$ cat config.mk
export PLATFORM = sky130hd
export DESIGN_NAME = tight_word_counter
export DESIGN_NICKNAME = d
export VERILOG_FILES = /design/src/twc_pkg.sv /design/src/tight_word_counter.sv /design/src/twc_mod_add.sv
export SDC_FILE = /design/constraint.sdc
export NUM_CORES = 1
export LEC_CHECK = 0
export BUFFER_PORTS_ARGS = -buffer_cell sky130_fd_sc_hd__buf_4
export CAP_MARGIN = 20
export CORE_MARGIN = 2
export CORE_UTILIZATION = 25
export CTS_BUF_LIST = sky130_fd_sc_hd__clkbuf_16
export CTS_CLUSTER_DIAMETER = 120
export DETAILED_ROUTE_END_ITERATION = 8
export GPL_ROUTABILITY_DRIVEN = 1
export MAX_ROUTING_LAYER = met4
export PLACE_DENSITY = 0.4
export SLEW_MARGIN = 10
export SYNTH_ARGS = -nofsm -noshare
export SYNTH_HDL_FRONTEND = slang
export SYNTH_SLANG_ARGS = --single-unit
$ cat constraint.sdc
create_clock -name clk_i -period 17 [get_ports clk_i]
set_input_delay 2.55 -clock clk_i [delete_from_list [all_inputs] [get_ports clk_i]]
set_output_delay 2.55 -clock clk_i [all_outputs]
set_load 0.02 [all_outputs]
$ cat src/twc_pkg.sv
// twc_pkg: shared constants and types for the tight word counter
// no dependencies; imported by twc_mod_add and tight_word_counter
`timescale 1ns / 1ps

package twc_pkg;

  localparam int unsigned COUNT_W = 17;
  localparam int unsigned SYM_IN_W = 4;
  localparam int unsigned LEN_IN_W = 11;
  localparam int unsigned SUM_W = COUNT_W + 2;

  localparam logic [COUNT_W-1:0] COUNT_MOD = COUNT_W'(100003);
  localparam logic [SUM_W-1:0] COUNT_MOD_X1 = SUM_W'(100003);
  localparam logic [SUM_W-1:0] COUNT_MOD_X2 = SUM_W'(200006);

  localparam int unsigned DEF_MAX_SYMBOLS = 16;
  localparam int unsigned DEF_LEN_LIMIT = 1024;

  typedef logic [COUNT_W-1:0] count_t;

endpackage

$ cat src/tight_word_counter.sv
// tight_word_counter: counts words whose neighboring symbols differ by at most one
// depends on twc_pkg and twc_mod_add
`timescale 1ns / 1ps

// channel | signals                                       | direction
// input   | in_valid_i, in_ready_o, largest_symbol_i,     | into block
//         | word_length_i                                 |
// output  | out_valid_o, out_ready_i, word_count_o        | out of block
//
// one item at a time; with k the saturated largest symbol and n the saturated
// length, the row of k+1 entries is set to one, updated n-1 times and then
// summed; zero length gives a count of one directly. the single modular adder and
// the one-read, one-write count row handle one row entry per cycle.
// reset clears the sequencer and output valid; the row is written before use.
// a waiting result holds in the output register while the next item is taken.

module tight_word_counter #(
  parameter int unsigned MAX_SYMBOLS = twc_pkg::DEF_MAX_SYMBOLS,
  parameter int unsigned LEN_LIMIT   = twc_pkg::DEF_LEN_LIMIT
) (
  input  logic                            clk_i,
  input  logic                            rst_ni,
  input  logic                            in_valid_i,
  output logic                            in_ready_o,
  input  logic [twc_pkg::SYM_IN_W-1:0]    largest_symbol_i,
  input  logic [twc_pkg::LEN_IN_W-1:0]    word_length_i,
  output logic                            out_valid_o,
  input  logic                            out_ready_i,
  output twc_pkg::count_t                 word_count_o
);
  import twc_pkg::*;

  localparam int unsigned SYM_W = (MAX_SYMBOLS > 1) ? $clog2(MAX_SYMBOLS) : 1;
  localparam int unsigned LEN_W = $clog2(LEN_LIMIT + 1);
  localparam int unsigned ST_W = 3;

  localparam logic [ST_W-1:0] ST_IDLE = 3'd0;
  localparam logic [ST_W-1:0] ST_INIT = 3'd1;
  localparam logic [ST_W-1:0] ST_RD0  = 3'd2;
  localparam logic [ST_W-1:0] ST_LOAD = 3'd3;
  localparam logic [ST_W-1:0] ST_STEP = 3'd4;
  localparam logic [ST_W-1:0] ST_SUM0 = 3'd5;
  localparam logic [ST_W-1:0] ST_SUMS = 3'd6;
  localparam logic [ST_W-1:0] ST_EMIT = 3'd7;

  logic [ST_W-1:0]  state_q, state_d;
  logic [SYM_W-1:0] k_q, k_d;
  logic [SYM_W-1:0] sym_q, sym_d;
  logic [LEN_W-1:0] len_rem_q, len_rem_d;
  count_t           left_q, left_d;
  count_t           same_q, same_d;
  count_t           total_q, total_d;
  count_t           rd_data_q;
  logic             out_valid_q, out_valid_d;
  count_t           word_count_q, word_count_d;

  logic [SYM_W-1:0] k_sat;
  logic [LEN_W-1:0] n_sat;
  logic [SYM_W:0]   sym_plus2;
  logic             sym_last;
  count_t           right_val;

  count_t           op_a, op_b, op_c, unit_sum;

  logic             mem_we, mem_re;
  logic [SYM_W-1:0] mem_wa, mem_ra;
  count_t           mem_wd;
  count_t           count_row [MAX_SYMBOLS];

  assign k_sat = (32'(largest_symbol_i) > (MAX_SYMBOLS - 1)) ? SYM_W'(MAX_SYMBOLS - 1)
                                                              : SYM_W'(largest_symbol_i);
  assign n_sat = (32'(word_length_i) > LEN_LIMIT) ? LEN_W'(LEN_LIMIT)
                                                  : LEN_W'(word_length_i);

  assign sym_plus2 = {1'b0, sym_q} + (SYM_W + 1)'(2);
  assign sym_last  = (sym_q == k_q);
  assign right_val = sym_last ? '0 : rd_data_q;

  // shared modular adder: row update in the step state, running total otherwise
  always_comb begin
    if (state_q == ST_STEP) begin
      op_a = left_q;
      op_b = same_q;
      op_c = right_val;
    end else begin
      op_a = total_q;
      op_b = rd_data_q;
      op_c = '0;
    end
  end

  twc_mod_add u_mod_add (
    .op_a_i (op_a),
    .op_b_i (op_b),
    .op_c_i (op_c),
    .sum_o  (unit_sum)
  );

  assign in_ready_o = (state_q == ST_IDLE);

  always_comb begin
    state_d      = state_q;
    k_d          = k_q;
    sym_d        = sym_q;
    len_rem_d    = len_rem_q;
    left_d       = left_q;
    same_d       = same_q;
    total_d      = total_q;
    out_valid_d  = out_valid_q;
    word_count_d = word_count_q;
    mem_we       = 1'b0;
    mem_wa       = sym_q;
    mem_wd       = unit_sum;
    mem_re       = 1'b0;
    mem_ra       = '0;

    if (out_valid_q && out_ready_i) begin
      out_valid_d = 1'b0;
    end

    case (state_q)
      ST_IDLE: begin
        if (in_valid_i) begin
          k_d   = k_sat;
          sym_d = '0;
          if (n_sat == '0) begin
            total_d = count_t'(1);
            state_d = ST_EMIT;
          end else begin
            len_rem_d = n_sat - LEN_W'(1);
            state_d   = ST_INIT;
          end
        end
      end
      ST_INIT: begin
        mem_we = 1'b1;
        mem_wd = count_t'(1);
        sym_d  = sym_q + SYM_W'(1);
        if (sym_last) begin
          state_d = (len_rem_q == '0) ? ST_SUM0 : ST_RD0;
        end
      end
      ST_RD0: begin
        mem_re  = 1'b1;
        sym_d   = '0;
        left_d  = '0;
        state_d = ST_LOAD;
      end
      ST_LOAD: begin
        same_d  = rd_data_q;
        mem_re  = (k_q != '0);
        mem_ra  = SYM_W'(1);
        state_d = ST_STEP;
      end
      ST_STEP: begin
        // rd_data_q holds the old value of the right neighbour
        mem_we = 1'b1;
        left_d = same_q;
        same_d = right_val;
        mem_re = (sym_plus2 <= {1'b0, k_q});
        mem_ra = sym_plus2[SYM_W-1:0];
        sym_d  = sym_q + SYM_W'(1);
        if (sym_last) begin
          len_rem_d = len_rem_q - LEN_W'(1);
          state_d   = (len_rem_q == LEN_W'(1)) ? ST_SUM0 : ST_RD0;
        end
      end
      ST_SUM0: begin
        mem_re  = 1'b1;
        sym_d   = '0;
        total_d = '0;
        state_d = ST_SUMS;
      end
      ST_SUMS: begin
        total_d = unit_sum;
        mem_re  = !sym_last;
        mem_ra  = sym_q + SYM_W'(1);
        sym_d   = sym_q + SYM_W'(1);
        if (sym_last) begin
          state_d = ST_EMIT;
        end
      end
      ST_EMIT: begin
        if (!out_valid_q || out_ready_i) begin
          word_count_d = total_q;
          out_valid_d  = 1'b1;
          state_d      = ST_IDLE;
        end
      end
      default: begin
        state_d = ST_IDLE;
      end
    endcase
  end

  always_ff @(posedge clk_i or negedge rst_ni) begin
    if (!rst_ni) begin
      state_q     <= ST_IDLE;
      out_valid_q <= 1'b0;
      k_q         <= '0;
      sym_q       <= '0;
      len_rem_q   <= '0;
      left_q      <= '0;
      total_q     <= '0;
    end else begin
      state_q     <= state_d;
      out_valid_q <= out_valid_d;
      k_q         <= k_d;
      sym_q       <= sym_d;
      len_rem_q   <= len_rem_d;
      left_q      <= left_d;
      total_q     <= total_d;
    end
  end

  always_ff @(posedge clk_i) begin
    same_q       <= same_d;
    word_count_q <= word_count_d;
  end

  // count row: one write port, one registered read port
  always_ff @(posedge clk_i) begin
    if (mem_we) begin
      count_row[mem_wa] <= mem_wd;
    end
    if (mem_re) begin
      rd_data_q <= count_row[mem_ra];
    end
  end

  assign out_valid_o  = out_valid_q;
  assign word_count_o = word_count_q;

  a_total_in_range : assert property (@(posedge clk_i) disable iff (!rst_ni)
    total_q < COUNT_MOD)
    else $error("running total out of modular range");

  a_sym_within_k : assert property (@(posedge clk_i) disable iff (!rst_ni)
    (state_q == ST_INIT || state_q == ST_STEP || state_q == ST_SUMS) |-> sym_q <= k_q)
    else $error("symbol index beyond largest symbol");

  a_zero_length : assert property (@(posedge clk_i) disable iff (!rst_ni)
    (in_valid_i && in_ready_o && word_length_i == '0) |=>
      (state_q == ST_EMIT && total_q == count_t'(1)))
    else $error("zero length item did not yield a count of one");

  a_result_loaded : assert property (@(posedge clk_i) disable iff (!rst_ni)
    (state_q == ST_EMIT && (!out_valid_o || out_ready_i)) |=>
      (out_valid_o && word_count_o == $past(total_q)))
    else $error("finished count not moved to output register");

endmodule

$ cat src/twc_mod_add.sv
// twc_mod_add: three-operand adder with reduction modulo 100003
// each operand must already be below the modulus; uses twc_pkg
`timescale 1ns / 1ps

module twc_mod_add (
  input  twc_pkg::count_t op_a_i,
  input  twc_pkg::count_t op_b_i,
  input  twc_pkg::count_t op_c_i,
  output twc_pkg::count_t sum_o
);
  import twc_pkg::*;

  logic [SUM_W-1:0] raw_sum;
  logic [SUM_W-1:0] red_sum;

  assign raw_sum = SUM_W'(op_a_i) + SUM_W'(op_b_i) + SUM_W'(op_c_i);

  // sum stays below three times the modulus, so at most two subtractions
  always_comb begin
    if (raw_sum >= COUNT_MOD_X2) begin
      red_sum = raw_sum - COUNT_MOD_X2;
    end else if (raw_sum >= COUNT_MOD_X1) begin
      red_sum = raw_sum - COUNT_MOD_X1;
    end else begin
      red_sum = raw_sum;
    end
  end

  assign sum_o = red_sum[COUNT_W-1:0];

endmodule
==> After elaboration in Yosys (flattened, before gate mapping) <==
Memories as Yosys holds them, arrays and structs flattened. A register that Yosys moved wholly into a read port is not among the register bits.
Cells that the tools add are included.
W data, S select, Z words.
{ "op_classes": {"reduce_logical": 22, "eq_ne": 16, "n_lt_le_gt_ge": 4, "addsub": 8, "muxes": 36} }
{ "ops": {"columns": ["op", "n"], "rows": [
  ["$mux W17", 9],
  ["$pmux W17 S2", 2],
  ["$pmux W17 S3", 1],
  ["$mux W11", 4],
  ["$sub A17 B17 Y17 const B", 2],
  ["$mux W3", 8],
  ["$pmux W3 S8", 1],
  ["$pmux W4 S3", 2],
  ["$logic_not A11 Y1", 2],
  ["$pmux W11 S2", 1],
  ["$sub A11 B1 Y11 const B", 2],
  ["$add A18 B17 Y19", 1],
  ["$ge A19 B17 Y1 const B", 1],
  ["$ge A19 B18 Y1 const B", 1],
  ["$add A17 B17 Y18", 1],
  ["$eq A3 B3 Y1 const B", 4],
  ["$ne A2 B2 Y1 const B", 6],
  ["$eq A11 B1 Y1 const B", 1],
  ["$gt A11 B11 Y1 const B", 1],
  ["$eq A3 B2 Y1 const B", 2],
  ["$mux W1", 6],
  ["$reduce_and A2 Y1", 3],
  ["$reduce_bool A2 Y1", 3],
  ["$reduce_bool A3 Y1", 2],
  ["18 further kinds", 20]
]} }
{ "word_totals": {"ff_bits": 91, "input_bits": 19, "wordCells": 96, "n_memories": 1, "output_inout_bits": 19, "ram_bits": 272} }
{ "memory_table": {"columns": ["memory", "words", "word_bits", "rd", "rd_clocked_by_memory_dff", "wr", "line", "text"], "rows": [
  ["count_row", 16, 17, 1, 1, 1, "tight_word_counter.sv:68", "count_t count_row [MAX_SYMBOLS];"]
]} }

==> Depth between registers and ports, before layout <==
Gate-level depths: netlist of the first run.
{ "depth": {"ltp_word": 8, "ltp_mapped": 23, "depth_no_buf": 20} }

==> Hierarchy <==
A second synthesis of the first run with hierarchy kept.
{ "hier_totals": {"hier_cells": 1582, "area_unflattened_um2": 18470.2} }
{ "by_module_without_submodules": {"columns": ["mod", "area_each_um2", "seq_area_each_um2", "cells_per_inst", "instances"], "rows": [
  ["tight_word_counter", 16346.9, 11125.7, 1326, 1],
  ["twc_mod_add", 2123.3, 0.0, 256, 1]
]} }

==> Worst setup path after synthesis of the first run <==
Ideal clock, no wire load.
{ "synth_timing": {"path_type": "register to register", "from": "reg sym_q[1], in the netlist mem_wa[1]", "to": "mem count_row[0][11] in the netlist's numbering (data pin)", "slack_ns": 11.049, "n_path_buf": 1, "t_required_ns": 16.673, "t_arrival_ns": 5.624, "stages_incl_launch_ff": 20, "setup_ns": 0.327, "synth_period_minus_slack_ns": 5.951, "path_cell_list": "dfrtp_1 > inv_1 > ha_1 > nor4b_1 > nor2_1 > and2_1 > fa_1 > ha_1 > fa_1 > a21o_1 > a221oi_4 > nor3_1 > a211oi_2 > nor2_1 > and4_4 > a21oi_2 > buf_6 > o211ai_1 > and3_1 > nor3_1"} }
{ "synth_between": {"elab_chain_len": 8, "elab_cells_between_ends": 11, "cone_classes": "add/sub: 3; order compare: 2; eq/ne: 1; mux: 5"} }
{ "synth_lines": {"columns": ["element", "line", "text"], "rows": [
  ["start: declaration", "tight_word_counter.sv:48", "logic [SYM_W-1:0] sym_q, sym_d;"],
  ["start signal: assignment", "tight_word_counter.sv:209", "sym_q <= sym_d;"],
  ["$eq A4 B4 Y1 (*)", "tight_word_counter.sv:76", "assign sym_last = (sym_q == k_q);"],
  ["$mux W17 (*)", "tight_word_counter.sv:77", "assign right_val = sym_last ? '0 : rd_data_q;"],
  ["$mux W17 (*)", "tight_word_counter.sv:81", "if (state_q == ST_STEP) begin"],
  ["$add A18 B17 Y19 (*)", "twc_mod_add.sv:16", "assign raw_sum = SUM_W'(op_a_i) + SUM_W'(op_b_i) + SUM_W'(op_c_i);"],
  ["$sub A17 B17 Y17 / $ge A19 B17 Y1 (equally long branches)", "twc_mod_add.sv:23, twc_mod_add.sv:22", null],
  ["$mux W17", "twc_mod_add.sv:22", "end else if (raw_sum >= COUNT_MOD_X1) begin"],
  ["$mux W17 (*)", "twc_mod_add.sv:20", "if (raw_sum >= COUNT_MOD_X2) begin"],
  ["$mux W17 (*)", "tight_word_counter.sv:121", "case (state_q)"],
  ["via mem_wd[11]", "tight_word_counter.sv:67", "count_t mem_wd;"],
  ["end: declaration", "tight_word_counter.sv:68", null]
]} }
The timed path passes the listed nets; every way through them passes the cells marked *.

==> Worst setup path after layout of the first run <==
{ "layout_timing": {"from": "reg state_q[0]", "to": "mem count_row[12][4] in the netlist's numbering (data pin)"} }
{ "layout_between": {"elab_chain_len": 8, "elab_cells_between_ends": 14, "cone_classes": "add/sub: 4; order compare: 2; eq/ne: 2; mux: 6"} }
{ "layout_lines": {"columns": ["element", "line", "text"], "rows": [
  ["start: declaration", "tight_word_counter.sv:46", "logic [ST_W-1:0] state_q, state_d;"],
  ["start signal: assignment", "tight_word_counter.sv:206", "state_q <= state_d;"],
  ["$eq A3 B3 Y1", "tight_word_counter.sv:81", null],
  ["$mux W17", "tight_word_counter.sv:81", null],
  ["$add A17 B17 Y18", "twc_mod_add.sv:16", null],
  ["$add A18 B17 Y19", "twc_mod_add.sv:16", null],
  ["$sub A17 B17 Y17 / $ge A19 B17 Y1 (equally long branches)", "twc_mod_add.sv:23, twc_mod_add.sv:22", null],
  ["$mux W17", "twc_mod_add.sv:22", null],
  ["$mux W17", "twc_mod_add.sv:20", null],
  ["$mux W17 (*)", "tight_word_counter.sv:121", null],
  ["via mem_wd[4]", "tight_word_counter.sv:67", null]
]} }
Marks and branches as above.

==> results.md, run 1 <==
* GRT overflow at 0
* Drt pass-1 iters at 7
* Resized Gates After CTS at 0
* Layout net count at 1630
* Fin crit share at 40.7%
* Yosys cell types at 83
* Ys async rst share at 15.0%
* Unrepaired setup endpoints after global routing: false
* Synth top cells by count: edfxtp_1, nand2_1, and2_1, a211oi_1, clkbuf_1
* Top cells by area, synth: edfxtp_1, dfrtp_1, nand2_1
* Min-delay src: len_rem_q[8]$_DFFE_PN0P_
* Max-slew headroom at 27.6%
* Largest area contributor in the netlist: edfxtp_1
* Area after DPL at 19800 um2
* Fill cells at 7506
* Synth Area in XOR/XNOR at 2.18%
* Rows at 99
* Die area at 76100 um2
* First-pass GRT wire length at 81400 um
* Post-synthesis sequential area ratio at 60.2%
* Setup-failing EPs final at 0
* Cts hold-fix bufs at 0
* CORE AREA at 73100 um2
* Startpoint class of the critical path: flip-flop
* Critical path data required time at 17230 ps
* Status: finished, violations left
* CTS tree: done
* Mean post-synth cell area at 11.9 um2
* Max Slew Vio Count at 0
* Worst Clk Skew at 23.3 ps
* Reg clk slew, reported paths at 60 ps
* Io pins at 38
* R2r startpoint: state_q[0]$_DFFE_PN0P_
* Critical path's top delay family: compound AO/OA/AOI/OAI gates
* Root buf cell: clkbuf_16
* Mux share of post-synthesis cell area at 1.31%
* Post-synth EDFFs at 323
* Achievable Freq at 145 MHz
* TritonCTS buffer count at 44
* DRC at 6
* Fraction of layout cells with a size suffix above 1 at 10.1%
* Mapped Cells at 1553
* Seq cells post-synth at 380
* Post-Syn Nets at 1622
* DR iter-0 viols at 954
* Compound-gate portion of the synthesized area at 16.5%
* CP Max Fanout at 51
* WHS Endpoint: len_rem_q[8]$_DFFE_PN0P_
* Max clock buf depth at 3
* Post-Route WL at 53800 um
* Max incr delay on CP at 790 ps
* P&R area growth vs syn at 14.5%
* H-tree depth at 2
* Setup CP Type: reg2reg
* RR Endpoint: count_row[12][4]$_DFFE_PP_
* Crit. End Element: flip-flop
* Buf+Inv Stages, Crit Path at 1
* Die Span X at 276 um
* Cell depth of the worst min-delay path at 2
* Post-route minimum period at 6920 ps
* Synth top area share at 52.5%
* Diode count at 0
* Die Y at 276 um
* Max_cap viols at 0
* Synth Flop Type: edfxtp_1
* Most frequent cell after synthesis: edfxtp_1
* Post-route ant nets at 0
* TritonCTS Sinks at 380
* Worst R2R Setup Slack at 10080 ps
* Main combinational cell family by area after synthesis: compound AO/OA/AOI/OAI gates
* Initial antenna violation count at 3
* R2R depth at 18
* Vias at 12396
* Largest net degree at the start of global routing at 88
* Starting Density at 25.3%
* Worst path cell trace: nor2_1 -> nand2_2 -> buf_4 -> nand2_1 -> nand2_1 -> fa_1 -> ha_1 -> fa_1 -> a21o_1 -> a221oi_4 -> o21bai_1 -> xnor2_2 -> nand4_1 -> o211a_1 -> a2111oi_0 -> o21ai_0 -> xnor2_1 -> nor2_1
* Reg area at 11100 um2
* Hold WC Path Type: reg2reg
* CP max stage cell: dfrtp_1
* Fin area at 21200 um2
* Worst path arrival time at 7150 ps
* GP Congestion at 0.863
* Vias in the first global route at 12416
* Failing checks: DRC
* Clock latency on the worst-skew pair at 580 ps
* Setup Total Neg Slack at 0 ps
* Fin. Hold Viols at 0
* I/O Buffers at 37
* Total global-route track usage at 14.7%
* HPWL Detailed at 32800 um
* Post-Synth Adder-Cell Area at 4.12%
* Vias per cell at 4.85
* Post-Synth Simple-Gate Area at 12.9%
* Cell Area, Synth at 18500 um2
* Multi-input gate area at 6910 um2
* Wire per inst at 21.0 um
* Post-CTS setup buffer count at 0
* WHS at 496 ps
* Worst-margin pin slew at 1090 ps
* Yosys warns at 0
## per-stage QoR
stage               cells  setup slack, ps  utilization [%]
floorplan            1553            11050                -
global placement     2474            10240             27.1
detailed placement   2474            10110             27.1
CTS                  2555            10080             29.0
global route         2555             9450             29.0
finish               2555            10080             29.0
## registers in the layout, summed over array words and instances (netlist names)
name	flops
count_row	272
k_q	4
left_q	17
len_rem_q	11
mem_wa	4
out_valid_o	1
rd_data_q	17
same_q	17
state_q	3
total_q	17
word_count_o	17
## worst register-to-register path, cell delays in order (launching register included)
cell and delay (ps):
dfrtp_1 790, nor2_1 210, nand2_2 120, buf_4 590, nand2_1 140, nand2_1 110
fa_1 440, ha_1 270, fa_1 470, a21o_1 230, a221oi_4 420, o21bai_1 190
xnor2_2 390, nand4_1 200, o211a_1 290, a2111oi_0 560, o21ai_0 210, xnor2_1 200
nor2_1 750
## routing by layer
metal	up-vias	part of all wire, %	track usage (%)	wire length (um)
li1	5855	-	-	-
met1	6191	49	20.6	26200
met2	270	45	22.2	24300
met3	80	4.1	2.32	2200
met4	0	2.0	3.42	1090
met5	-	0	-	0
## cell usage in the layout (no fill, tap or decap), drive strengths merged, types with 39 or more instances in the layout
cell type,netlist,final
clkbuf,84,46
and2,112,112
edfxtp,323,323
dfrtp,57,57
a211oi,91,91
inv,37,51
buf,10,56
o21ai,68,68
nor2,45,45
nand2,253,253
a21oi,78,78
a31oi,39,39
## logic make-up (layout without fill, tap and decap cells)
| group | count (synthesis) | after routing |
|---|---|---|
| xor+xnor | 40 | 40 |
| simple gates | 500 | 500 |
| mux | 24 | 24 |
| compound gates | 428 | 428 |
| buf+inv | 131 | 174 |
| flops | 380 | 380 |
| fa+ha+maj | 50 | 50 |
## cell type report
class,instances,area share (%)
Sequential cell,380,52.6
Tap cell,959,5.67
Multi-Input combinational cell,1042,32.7
Timing Repair Buffer,56,1.99
Inverter,37,0.656
Clock inverter,35,1.01
Clock buffer,46,5.44
## worst max path at each step
stage,depth (start not counted),to,startpoint,slack [ps]
global route,18,count_row[4][4]$_DFFE_PP_,state_q[0]$_DFFE_PN0P_,9450
floorplan,19,count_row[0][11]$_DFFE_PP_,mem_wa[1]$_DFFE_PN0P_,11050
finish,18,count_row[12][4]$_DFFE_PP_,state_q[0]$_DFFE_PN0P_,10080
global placement,21,count_row[4][3]$_DFFE_PP_,mem_wa[1]$_DFFE_PN0P_,10240
detailed placement,18,count_row[12][4]$_DFFE_PP_,state_q[0]$_DFFE_PN0P_,10110
CTS,18,count_row[14][4]$_DFFE_PP_,state_q[0]$_DFFE_PN0P_,10080
Power of run 1 is not shown: default switching activity piles up to over one toggle a cycle in this logic, so the estimate is an artifact.
==> inputs of run 2 (changes only) <==
--- a/config.mk
+++ b/config.mk
@@ -5,6 +5,7 @@
 export SDC_FILE = /design/constraint.sdc
 export NUM_CORES = 1
 export LEC_CHECK = 0
+export ABC_AREA = 1
 export BUFFER_PORTS_ARGS = -buffer_cell sky130_fd_sc_hd__buf_4
 export CAP_MARGIN = 20
 export CORE_MARGIN = 2
==> constraint.sdc (replaced) <==
create_clock -name clk_i -period 6.45 [get_ports clk_i]
set_input_delay 0.9675 -clock clk_i [delete_from_list [all_inputs] [get_ports clk_i]]
set_output_delay 0.9675 -clock clk_i [all_outputs]
set_load 0.02 [all_outputs]
==> run 2 against run 1 <==
  * The flow now finishes without violations
  * Hold slack worse by 20 ps
  * Wire length up 3.7%
  * Highest routed layer unchanged
  * Sequential cell count unchanged
  * Critical endpoint is now count_row[13][2]$_DFFE_PP_
  * Final cell count up 15%
  * Sequential share of layout area down 1.3 points
  * Worst setup slack worse by 9400 ps
==> results.md, run 2 <==
* Worst Clk Skew at 19.3 ps (was 23.3 ps)
* Mapped Cells at 1893 (was 1553)
* Register name with the most flops: count_row (unchanged)
* Layout net count at 2013 (was 1630)
* Achievable Freq at 173 MHz (was 145 MHz)
* Die area at 77000 um2 (was 76100 um2)
* Synth top area share at 51.9% (was 52.5%)
* Root buf cell: clkbuf_16 (unchanged)
* Starting Density at 25.2% (was 25.3%)
* Fraction of layout cells with a size suffix above 1 at 11.0% (was 10.1%)
* Max reg flops at 272 (unchanged)
* CTS tree: done (unchanged)
* Max_cap viols at 0 (unchanged)
* TritonCTS Sinks at 380 (unchanged)
* Crit. End Element: flip-flop (unchanged)
* GRT overflow at 0 (unchanged)
* Setup-failing EPs final at 0 (unchanged)
* Clock latency on the worst-skew pair at 590 ps (was 580 ps)
* Critical path data required time at 6750 ps (was 17230 ps)
* Max incr delay on CP at 620 ps (was 790 ps)
* Worst path arrival time at 6080 ps (was 7150 ps)
* Initial antenna violation count at 1 (was 3)
* Largest area contributor in the netlist: edfxtp_1 (unchanged)
* Vias at 13689 (was 12396)
* P&R area growth vs syn at 15.9% (was 14.5%)
* Cell depth of the worst min-delay path at 2 (unchanged)
* Vias per cell at 4.65 (was 4.85)
* GP Congestion at 0.883 (was 0.863)
* I/O Buffers at 37 (unchanged)
* CORE AREA at 74200 um2 (was 73100 um2)
* Die Y at 277 um (was 276 um)
* Max-slew headroom at 34.7% (was 27.6%)
* Worst-margin pin slew at 973 ps (was 1090 ps)
* DRC at 0 (was 6)
* Post-CTS setup buffer count at 0 (unchanged)
* RR Endpoint: count_row[13][2]$_DFFE_PP_ (was count_row[12][4]$_DFFE_PP_)
* Setup Total Neg Slack at 0 ps (unchanged)
* Yosys warns at 0 (unchanged)
* Largest net degree at the start of global routing at 72 (was 88)
* R2r startpoint: mem_wa[1]$_DFFE_PN0P_ (was state_q[0]$_DFFE_PN0P_)
* Ys async rst share at 15.0% (unchanged)
* Multi-input gate area at 6600 um2 (was 6910 um2)
* Fin crit share at 89.6% (was 40.7%)
* Io pins at 38 (unchanged)
* Post-synth EDFFs at 323 (unchanged)
* Startpoint class of the critical path: flip-flop (unchanged)
* Wire per inst at 18.9 um (was 21.0 um)
* Synth top cells by count: nand2_1, edfxtp_1, nor2_1, o21ai_0, inv_1 (was edfxtp_1, nand2_1, and2_1, a211oi_1, clkbuf_1)
* Setup CP Type: reg2reg (unchanged)
* Total global-route track usage at 14.9% (was 14.7%)
* Mean post-synth cell area at 9.88 um2 (was 11.9 um2)
* Vias in the first global route at 13551 (was 12416)
* CP Max Fanout at 26 (was 51)
* Max Slew Vio Count at 0 (unchanged)
* Inst Count DP at 2864 (was 2474)
* Post-route ant nets at 0 (unchanged)
* Top cells by area, synth: edfxtp_1, nand2_1, dfrtp_1 (was edfxtp_1, dfrtp_1, nand2_1)
* Worst R2R Setup Slack at 670 ps (was 10080 ps)
* TritonCTS buffer count at 43 (was 44)
* Commonest cells after routing, fill and taps aside: nand2_1, edfxtp_1, nor2_1 (was edfxtp_1, nand2_1, and2_1)
* Reg area at 11100 um2 (unchanged)
* Rows at 100 (was 99)
* WHS Endpoint: left_q[5]$_DFFE_PN0P_ (was len_rem_q[8]$_DFFE_PN0P_)
* Most frequent cell after synthesis: nand2_1 (was edfxtp_1)
* H-tree depth at 2 (unchanged)
* Post-Route WL at 55700 um (was 53800 um)
* First-pass GRT wire length at 85200 um (was 81400 um)
* HPWL Detailed at 35400 um (was 32800 um)
* CP max stage cell: fa_1 (was dfrtp_1)
* Fill cells at 7760 (was 7506)
* Synth Flop Type: edfxtp_1 (unchanged)
* Cell Area, Synth at 18700 um2 (was 18500 um2)
* Unrepaired setup endpoints after global routing: false (unchanged)
* Hold WC Path Type: reg2reg (unchanged)
* Fin. Hold Viols at 0 (unchanged)
* Min-delay src: same_q[5]$_DFFE_PN_ (was len_rem_q[8]$_DFFE_PN0P_)
* Reg clk slew, reported paths at 60 ps (about the same)
* Critical Path Most Common Cell: nand2_1
* Drt pass-1 iters at 5 (was 7)
* Most common cell after layout, fill and taps aside: nand2_1 (was edfxtp_1)
* Status: finished, final reports clean (was finished, violations left)
* Seq cells post-synth at 380 (unchanged)
* Yosys cell types at 48 (was 83)
* Post-synthesis sequential area ratio at 59.5% (was 60.2%)
* R2R depth at 28 (was 18)
* Final Instance Count excl. Fillers at 2946 (was 2555)
* DR iter-0 viols at 915 (was 954)
* Max clock buf depth at 3 (unchanged)
* Post-route minimum period at 5780 ps (was 6920 ps)
* Die Span X at 277 um (was 276 um)
* Post-Syn Nets at 1962 (was 1622)
run 2: changes by cell type after synthesis, sizes merged, moves of 23 or more:
cell	change
nor2	+206
nand2	+170
inv	+148
o21ai	+133
and2	-107
nand3	+101
a211oi	-91
o221ai	+66
a31oi	-39
a21oi	-34
a311oi	-34
clkbuf	-29
mux2i	-23
run 2: cell families (layout without fill, tap and decap cells):
kind of cell | count (synthesis) | count (layout) | share of synthesized area [%]
and+or+nand+nor | 817 | 817 | 18.1
muxes | 1 | 1 | 0.0602
DFF | 380 | 380 | 59.5
AOI/OAI and AO/OA | 355 | 355 | 11.5
xor gates and xnor gates | 25 | 25 | 1.17
other | 0 | 1 | 0
buffers and inverters | 265 | 348 | 5.62
adders and majority gates | 50 | 50 | 4.07
run 2: worst max-delay path, delay by kind of cell, from the launching register on:
kind,cells,cell delay [ps]
AND/OR/NAND/NOR,18,2340
flip-flops,1,470
AO/OA/AOI/OAI,2,360
buffers and inverters,3,480
adder cells (fa/ha/maj),5,1840
run 2: worst max-delay path by stage:
| stage | from | to | slack [ps] | cells past startpoint |
|---|---|---|---|---|
| final | mem_wa[1]$_DFFE_PN0P_ | count_row[13][2]$_DFFE_PP_ | 670 | 28 |
| after global routing | mem_wa[1]$_DFFE_PN0P_ | count_row[13][2]$_DFFE_PP_ | 80 | 28 |
| after CTS | mem_wa[1]$_DFFE_PN0P_ | count_row[8][5]$_DFFE_PP_ | 330 | 26 |
| after detailed placement | mem_wa[1]$_DFFE_PN0P_ | count_row[14][5]$_DFFE_PP_ | 360 | 26 |
| after global placement | mem_wa[1]$_DFFE_PN0P_ | count_row[3][2]$_DFFE_PP_ | 450 | 28 |
| after floorplan | state_q[1]$_DFFE_PN0P_ | count_row[0][1]$_DFFE_PP_ | 1240 | 29 |
run 2: what timing repair did:
item,in CTS,in global routing
gates resized for setup,0,1
setup endpoints to repair,0,16
hold buffers,0,0
run 2: final cells by class:
type                       count  area share, %
antenna                        1         0.0115
clock buffer                  44           5.08
clock inverter                33           1.34
inverter                     187           3.26
multi-input combinational   1248           30.4
sequential                   380           51.3
tap                          969           5.59
timing repair buffer          84           2.94
run 2: per-stage QoR:
step | util, % | cell area (um2) | hold WS, ps | worst slack (ps)
4_1_cts | 29.1 | 21600 | 478 | 334
3_5_place_dp | 27.3 | 20200 | 461 | 356
5_1_grt | 29.2 | 21700 | 497 | 83.7
6_report | 29.2 | 21700 | 476 | 669
3_3_place_gp | 27.3 | 20200 | 460 | 454
2_1_floorplan | - | 18700 | 442 | 1240
run 2: layer usage:
layer | vias up | track usage [%] | part of all wire [%]
li1 | 6621 | - | -
met4 | 0 | 3.25 | 1.5
met1 | 6782 | 19.2 | 46
met5 | - | - | 0
met2 | 233 | 24.9 | 49
met3 | 53 | 2.23 | 3.7
Power of run 2 is left out for the same reason.
